==> config.mk <==
export PLATFORM = sky130hd
export DESIGN_NAME = lattice_path_counter_top
export DESIGN_NICKNAME = d
export VERILOG_FILES = /design/src/hdl/lpc_pkg.sv /design/src/hdl/lpc_ram.sv /design/src/hdl/lattice_path_counter_top.sv
export VERILOG_INCLUDE_DIRS = /design/src /design/src/hdl
export SDC_FILE = /design/constraint.sdc
export NUM_CORES = 1
export LEC_CHECK = 0
export ABC_AREA = 0
export BUFFER_PORTS_ARGS = -buffer_cell sky130_fd_sc_hd__buf_2
export CAP_MARGIN = 20
export CORE_MARGIN = 4
export CORE_UTILIZATION = 45
export CTS_CLUSTER_DIAMETER = 50
export CTS_CLUSTER_SIZE = 8
export DETAILED_ROUTE_END_ITERATION = 7
export HOLD_SLACK_MARGIN = 0.1
export PLACE_DENSITY = 0.66
export SYNTH_ARGS = -nofsm -noshare
export SYNTH_HDL_FRONTEND = slang
export SYNTH_SLANG_ARGS = --single-unit
export TNS_END_PERCENT = 20
==> constraint.sdc <==
create_clock -name clk -period 7.3 [get_ports clk]
set_input_delay 1.825 -clock clk [delete_from_list [all_inputs] [get_ports clk]]
set_output_delay 1.825 -clock clk [all_outputs]
set_load 0.02 [all_outputs]
==> src/hdl/lattice_path_counter_top_defines.svh <==
// ----------------------------------------------------------------------------
// lattice_path_counter_top_defines.svh
// Assertion macros used by the lattice path counter RTL.
// ----------------------------------------------------------------------------
`ifndef LATTICE_PATH_COUNTER_TOP_DEFINES_SVH
`define LATTICE_PATH_COUNTER_TOP_DEFINES_SVH

// Same-cycle implication, checked at every rising edge out of reset.
`define LPC_ASSERT_NOW(lbl, ante, cons, msg) \
  lbl: assert property (@(posedge clk) disable iff (!rst_n) (ante) |-> (cons)) \
    else $error(msg);

// Next-cycle implication, checked at every rising edge out of reset.
`define LPC_ASSERT_NEXT(lbl, ante, cons, msg) \
  lbl: assert property (@(posedge clk) disable iff (!rst_n) (ante) |=> (cons)) \
    else $error(msg);

`endif

==> src/hdl/lpc_pkg.sv <==
// ----------------------------------------------------------------------------
// lpc_pkg
// Types and constants of the lattice path counter.
// ----------------------------------------------------------------------------
package lpc_pkg;

  // Coordinate and count widths.
  localparam int COORD_W   = 4;
  localparam int COUNT_W   = 36;
  // One row buffer entry per possible column offset.
  localparam int ROW_DEPTH = 1 << COORD_W;
  // Width that holds any grid size bound (up to 256).
  localparam int GRID_LIM_W = 9;

  // Default grid size.
  localparam int GRID_ROWS_DEF = 16;
  localparam int GRID_COLS_DEF = 16;

  typedef logic [COORD_W-1:0] coord_t;
  typedef logic [COUNT_W-1:0] count_t;

  // Sequencer states.
  typedef enum logic [1:0] {
    ST_IDLE,
    ST_INIT,
    ST_RUN,
    ST_FIN
  } state_t;

endpackage

==> src/hdl/lpc_ram.sv <==
// ----------------------------------------------------------------------------
// lpc_ram
// Generic single write port, single read port RAM with registered read.
// ----------------------------------------------------------------------------
module lpc_ram #(
  parameter int WIDTH = 8,
  parameter int DEPTH = 16
) (
  input  logic                     clk,
  input  logic                     we,
  input  logic [$clog2(DEPTH)-1:0] waddr,
  input  logic [WIDTH-1:0]         wdata,
  input  logic [$clog2(DEPTH)-1:0] raddr,
  output logic [WIDTH-1:0]         rdata
);

  logic [WIDTH-1:0] mem [DEPTH];

  // Write and registered read.
  always_ff @(posedge clk) begin
    if (we) begin
      mem[waddr] <= wdata;
    end
    rdata <= mem[raddr];
  end

endmodule

==> src/hdl/lattice_path_counter_top.sv <==
// ----------------------------------------------------------------------------
// lattice_path_counter_top
// Counts right / down / diagonal lattice paths from an entry cell to an exit
// cell (a Delannoy number), one row of the count table at a time through a
// row buffer RAM.
//
//   channel | direction | words
//   --------+-----------+--------------------------------------------------
//   in_     | input     | start_row, start_col, end_row, end_col (4 b each)
//   out_    | output    | path_count (36 b), one word per input word
//
// Trivial queries (no path, or a straight line) go from accept straight to
// the finish state; others first fill row zero of the row buffer RAM, then
// sweep rows one to dr over columns zero to dc, with dr, dc the row and
// column offsets, one cell updated per cycle. Reset (rst_n, synchronous) returns
// to idle with no result pending; the RAM needs no clearing. A stalled
// result holds in the output register; the next word is taken only after
// the current query has handed its result to that register.
// ----------------------------------------------------------------------------
`include "lattice_path_counter_top_defines.svh"

module lattice_path_counter_top
  import lpc_pkg::*;
#(
  parameter int GRID_ROWS = GRID_ROWS_DEF,
  parameter int GRID_COLS = GRID_COLS_DEF
) (
  input  logic         clk,
  input  logic         rst_n,
  input  logic         in_valid,
  output logic         in_ready,
  input  coord_t       in_start_row,
  input  coord_t       in_start_col,
  input  coord_t       in_end_row,
  input  coord_t       in_end_col,
  output logic         out_valid,
  input  logic         out_ready,
  output count_t       out_path_count
);

  localparam logic [GRID_LIM_W-1:0] ROW_LIM   = GRID_LIM_W'(GRID_ROWS);
  localparam logic [GRID_LIM_W-1:0] COL_LIM   = GRID_LIM_W'(GRID_COLS);
  localparam count_t                COUNT_ONE = COUNT_W'(1);

  // Control registers.
  state_t state_r, state_nxt;
  logic   issuing_r, issuing_nxt;
  logic   vld1_r, vld1_nxt;
  logic   last1_r, last1_nxt;
  logic   out_valid_r, out_valid_nxt;

  // Payload registers.
  coord_t dr_r, dr_nxt;
  coord_t dc_r, dc_nxt;
  coord_t row_r, row_nxt;
  coord_t col_r, col_nxt;
  coord_t col1_r, col1_nxt;
  count_t left_r, left_nxt;
  count_t diag_r, diag_nxt;
  count_t count_r, count_nxt;
  count_t out_count_r, out_count_nxt;

  // RAM port.
  logic   ram_we;
  coord_t ram_waddr;
  count_t ram_wdata;
  count_t ram_rdata;

  logic   in_fire;
  logic   out_free;
  logic   in_grid;
  logic   path_ok;
  logic   deep_case;
  coord_t in_dr;
  coord_t in_dc;
  count_t cell_sum;

  // Handshake.
  assign in_ready       = (state_r == ST_IDLE);
  assign in_fire        = in_valid && in_ready;
  assign out_valid      = out_valid_r;
  assign out_path_count = out_count_r;
  assign out_free       = !out_valid_r || out_ready;

  // Classify the query.
  assign in_grid   = ({{(GRID_LIM_W-COORD_W){1'b0}}, in_start_row} < ROW_LIM) &&
                     ({{(GRID_LIM_W-COORD_W){1'b0}}, in_end_row}   < ROW_LIM) &&
                     ({{(GRID_LIM_W-COORD_W){1'b0}}, in_start_col} < COL_LIM) &&
                     ({{(GRID_LIM_W-COORD_W){1'b0}}, in_end_col}   < COL_LIM);
  assign path_ok   = in_grid && (in_start_row <= in_end_row) &&
                     (in_start_col <= in_end_col) &&
                     !((in_start_row == in_end_row) && (in_start_col == in_end_col));
  assign in_dr     = in_end_row - in_start_row;
  assign in_dc     = in_end_col - in_start_col;
  assign deep_case = path_ok && (in_dr != '0) && (in_dc != '0);

  // New cell: up + left + diagonal, first column is always one.
  assign cell_sum = (col1_r == '0) ? COUNT_ONE : COUNT_W'(ram_rdata + left_r + diag_r);

  // Next state.
  always_comb begin
    state_nxt = state_r;
    unique case (state_r)
      ST_IDLE: if (in_fire) begin
        state_nxt = deep_case ? ST_INIT : ST_FIN;
      end
      ST_INIT: if (col_r == dc_r) begin
        state_nxt = ST_RUN;
      end
      ST_RUN: if (vld1_r && last1_r) begin
        state_nxt = ST_FIN;
      end
      ST_FIN: if (out_free) begin
        state_nxt = ST_IDLE;
      end
      default: state_nxt = ST_IDLE;
    endcase
  end

  // Datapath and RAM control.
  always_comb begin
    issuing_nxt   = issuing_r;
    vld1_nxt      = 1'b0;
    last1_nxt     = 1'b0;
    out_valid_nxt = out_valid_r && !out_ready;
    dr_nxt        = dr_r;
    dc_nxt        = dc_r;
    row_nxt       = row_r;
    col_nxt       = col_r;
    col1_nxt      = col1_r;
    left_nxt      = left_r;
    diag_nxt      = diag_r;
    count_nxt     = count_r;
    out_count_nxt = out_count_r;
    ram_we        = 1'b0;
    ram_waddr     = col_r;
    ram_wdata     = COUNT_ONE;
    unique case (state_r)
      ST_IDLE: begin
        // Latch offsets; trivial answers go straight to the result.
        if (in_fire) begin
          dr_nxt    = in_dr;
          dc_nxt    = in_dc;
          col_nxt   = '0;
          count_nxt = path_ok ? COUNT_ONE : '0;
        end
      end
      ST_INIT: begin
        // Fill row zero of the table with ones.
        ram_we = 1'b1;
        if (col_r == dc_r) begin
          col_nxt     = '0;
          row_nxt     = COORD_W'(1);
          issuing_nxt = 1'b1;
        end else begin
          col_nxt = col_r + COORD_W'(1);
        end
      end
      ST_RUN: begin
        // Issue the read of the cell above.
        vld1_nxt  = issuing_r;
        col1_nxt  = col_r;
        last1_nxt = issuing_r && (col_r == dc_r) && (row_r == dr_r);
        if (issuing_r) begin
          if (col_r == dc_r) begin
            col_nxt = '0;
            row_nxt = row_r + COORD_W'(1);
            if (row_r == dr_r) begin
              issuing_nxt = 1'b0;
            end
          end else begin
            col_nxt = col_r + COORD_W'(1);
          end
        end
        // Complete the cell and write it back over the one above.
        if (vld1_r) begin
          ram_we    = 1'b1;
          ram_waddr = col1_r;
          ram_wdata = cell_sum;
          left_nxt  = cell_sum;
          diag_nxt  = ram_rdata;
          if (last1_r) begin
            count_nxt = cell_sum;
          end
        end
      end
      ST_FIN: begin
        // Hand the count to the output register.
        if (out_free) begin
          out_valid_nxt = 1'b1;
          out_count_nxt = count_r;
        end
      end
      default: begin
      end
    endcase
  end

  // Control registers.
  always_ff @(posedge clk) begin
    if (!rst_n) begin
      state_r     <= ST_IDLE;
      issuing_r   <= 1'b0;
      vld1_r      <= 1'b0;
      last1_r     <= 1'b0;
      out_valid_r <= 1'b0;
    end else begin
      state_r     <= state_nxt;
      issuing_r   <= issuing_nxt;
      vld1_r      <= vld1_nxt;
      last1_r     <= last1_nxt;
      out_valid_r <= out_valid_nxt;
    end
  end

  // Payload registers.
  always_ff @(posedge clk) begin
    dr_r        <= dr_nxt;
    dc_r        <= dc_nxt;
    row_r       <= row_nxt;
    col_r       <= col_nxt;
    col1_r      <= col1_nxt;
    left_r      <= left_nxt;
    diag_r      <= diag_nxt;
    count_r     <= count_nxt;
    out_count_r <= out_count_nxt;
  end

  // Row buffer: one table row of counts.
  lpc_ram #(
    .WIDTH (COUNT_W),
    .DEPTH (ROW_DEPTH)
  ) u_row_ram (
    .clk   (clk),
    .we    (ram_we),
    .waddr (ram_waddr),
    .wdata (ram_wdata),
    .raddr (col_r),
    .rdata (ram_rdata)
  );

  // Checks.
  `LPC_ASSERT_NOW(a_read_only_in_run, vld1_r, state_r == ST_RUN,
                  "read in flight outside the run state")
  `LPC_ASSERT_NOW(a_no_same_cell_rw, issuing_r && vld1_r, col_r != col1_r,
                  "read and write of the same row buffer cell in one cycle")
  `LPC_ASSERT_NOW(a_idle_is_quiet, in_ready, !issuing_r && !vld1_r,
                  "input taken while the table sweep is active")
  `LPC_ASSERT_NEXT(a_fin_loads_result, (state_r == ST_FIN) && out_free,
                   out_valid_r && (state_r == ST_IDLE),
                   "finished count not loaded into the output register")

endmodule

==> results.yml <==
run_status:
  outcome: "finished clean"
timing:
  hold_viol_final: 0
  fin_tns_setup_ns: 0
  slew_headroom_pct: 24.4
  worstMarginPinSlew_ns: 1.13
  post-route-period-util_pct: 57.9
  slew_viol_final: 0
  grt_setup_unrepaired: "false"
  finClkSkew_ns: 0.0220
  max_freq_mhz: 236
  fin_crit_ns: 4.23
  worst_slack_ns: 3.07
  final-setup-viol-count: 0
worst_setup_path:
  reg2reg_slack_ns: 3.07
  cp-end-kind: "flop"
  cp.arrival_ns: 4.55
  cp.required_ns: 7.62
  start_kind: "flop"
  worstSetupPathType: "reg2reg"
  critPathMaxFanout: 16
synthesis:
  synth-simple-area-share_pct: 4.88
  synth_top_cell_by_area: "edfxtp_1"
  synth_fa_ha_area_share_pct: 4.24
  synth_common_cells: "edfxtp_1 (740), mux2i_1 (148), nor2_1 (121), nand2_1 (89), a221oi_1 (74)"
  ys_ff_latch: 782
  ys_seq_area_share_pct: 71.8
  syn-instance-count: 1891
  syn_nets: 1997
  synth_top_area_share_pct: 69.2
  synth_ff_type: "edfxtp_1"
  synth.area.mux_share_pct: 9.66
  syn-cell-area_sq_mm: 0.0321
  synth_cell_type_count: 69
  synth.avg_cell_area_sq_um: 17.0
  synth_top_family_by_area: "multiplexers"
  synthTopCellsByArea: "edfxtp_1 (69%), mux4_2 (5.1%), mux2i_1 (4.6%), dfxtp_1 (2.6%), fa_1 (2.4%)"
  synth-xor-area-share_pct: 1.28
  ys.warnings.count: 0
  synth_edf_count: 740
  synth_compound_area_share_pct: 6.48
  synthMostInstantiatedCell: "edfxtp_1"
  async_flop_share_pct: 0
final_layout:
  stdcell_area_sq_mm: 0.0369
  layout-drive-gt1-share_pct: 16.6
  num-nets-final: 2121
  syn2layout_area_growth_pct: 14.9
  antenna_cells: 0
  post_layout_nonfiller_instances: 3031
  fillers: 5590
hold_path:
  hold_class: "reg2reg"
global_routing:
  grt_pass1_wl_microns: 110000
  track_usage_pct: 19.4
  gr-usage-met1_pct: 28.4
  grt.overflow.total: 0
  grt_max_degree: 125
  grt_pass1_vias: 17600
  gr-usage-met3_pct: 3.44
  top_usage_layer: "met2"
  use_met2_pct: 30.2
  antenna_found_initial: 4
floorplan:
  start_util_pct: 45.6
  rows: 97
  coreArea_sq_mm: 0.0704
  die_h_microns: 275
  dieWidth_microns: 275
  io_pins: 58
  die-area_sq_mm: 0.0757
detailed_routing:
  drc: 0
  wl_microns: 73000
  viasPerCell: 5.76
  first_pass_iters: 6
  postRouteAntennaNets: 0
  drtIter0Drc: 1710
  vias: 17500
  post_drt_wl_per_cell_microns: 24.1
clock_network:
  cts.clk_slew.worst_paths_ns: 0.05
  cts_root_buf: "clkbuf_16"
  cts_buffers: 110
  cts_buffer_depth: 3
  clock_latency_ns: 0.65
  htreeDepth: 3
  cts_tree: "done"
  holdBufCountCts: 0
  clock-sinks: 782
  cts-resized-gates: 0
  cts_setup_buffers: 0
placement:
  dpl_worst_slack_ns: 3.14
  dp.final_hpwl_microns: 41100
  place_area_sq_mm: 0.0337
  gp_congestion: 0.876
  placed_cells: 2838
  numPortBuffers: 57
power:
  leakagePower_uw: 0.0116
  vdd_ir_drop_max_mv: 0.284
  powerDensity_mw_per_mm2: 388
run:
  cap_violations: 0
## per-stage QoR
stage                     hold WS [ns]  utilization, %  power (uW)
after floorplan                  0.400               -        8470
after global placement           0.400            47.8        9680
after detailed placement         0.405            47.8        9730
after CTS                        0.413            52.4       14400
after global routing             0.423            52.4       15000
final                            0.412            52.4       14300
## power by group
group / switching (uW) / internal [uW]
Sequential: 179 / 5460
Combinational: 2640 / 1410
Clock: 1780 / 2860
Total: 4600 / 9730
## state kept, by name, indices dropped and copies added, names as in the netlist
register / cells
dc_r: 4
u_row_ram.mem: 576
u_row_ram.rdata: 36
diag_r: 36
out_path_count: 36
row_r: 4
col1_r: 4
out_valid: 1
col_r: 4
issuing_r: 1
state_r: 2
last1_r: 1
count_r: 36
vld1_r: 1
left_r: 36
dr_r: 4
## final timing paths
path                             startpoint                             end  depth (start not counted)
setup / recovery        left_r[1]$_DFFE_PP_  u_row_ram.mem[0][21]$_DFFE_PP_                         10
setup reg to reg        left_r[1]$_DFFE_PP_  u_row_ram.mem[0][21]$_DFFE_PP_                         10
hold / removal    count_r[28]$_SDFFCE_PN0P_    out_path_count[28]$_DFFE_PP_                          0
hold reg to reg   count_r[28]$_SDFFCE_PN0P_    out_path_count[28]$_DFFE_PP_                          0
## worst max-delay path, stage by stage (launching register included)
cell	delay, ns
edfxtp_1	0.39
fa_1	0.49
ha_1	0.24
fa_1	0.50
nand3_1	0.12
or2_1	0.20
a211oi_2	0.11
o21ai_0	0.54
a32oi_1	0.24
xnor2_1	0.30
nor2_1	0.76
## area by class of cell
type                            count  area [sq um]  area share [%]
Clock buffer                      177          3060            8.28
Clock inverter                     11           146           0.397
Inverter                           37           140           0.380
Multi-Input combinational cell    981          8680            23.5
Sequential cell                   782         23100            62.5
Tap cell                          940          1180            3.19
Timing Repair Buffer              103           646            1.75
## metal layers
metal / wire, microns / vias up
met5: 11 / -
li1: - / 7727
met2: 34000 / 644
met1: 32200 / 8972
met3: 5370 / 113
met4: 1410 / 2
## cells in the final DEF, fill, tap and decap left out, types with 36 or more instances in the layout
cell	count
buf_2	59
mux4_2	72
a221oi_1	74
mux2i_1	148
clkbuf_1	63
fa_1	38
edfxtp_1	740
nor2_1	104
o21ai_0	73
a21oi_1	44
clkbuf_16	111
dfxtp_1	42
buf_4	41
ha_1	48
nand2_1	89
a22oi_1	36
## cell families (layout without fill, tap and decap cells)
kind of cell,count (synthesis),count (layout)
buffers and inverters,128,328
AND/OR/NAND/NOR,334,334
adder cells (fa/ha/maj),86,86
multiplexers,220,220
AO/OA/AOI/OAI,295,295
flip-flops,782,782
XOR/XNOR,46,46
Note: power is estimated with default switching activity, not from simulation.
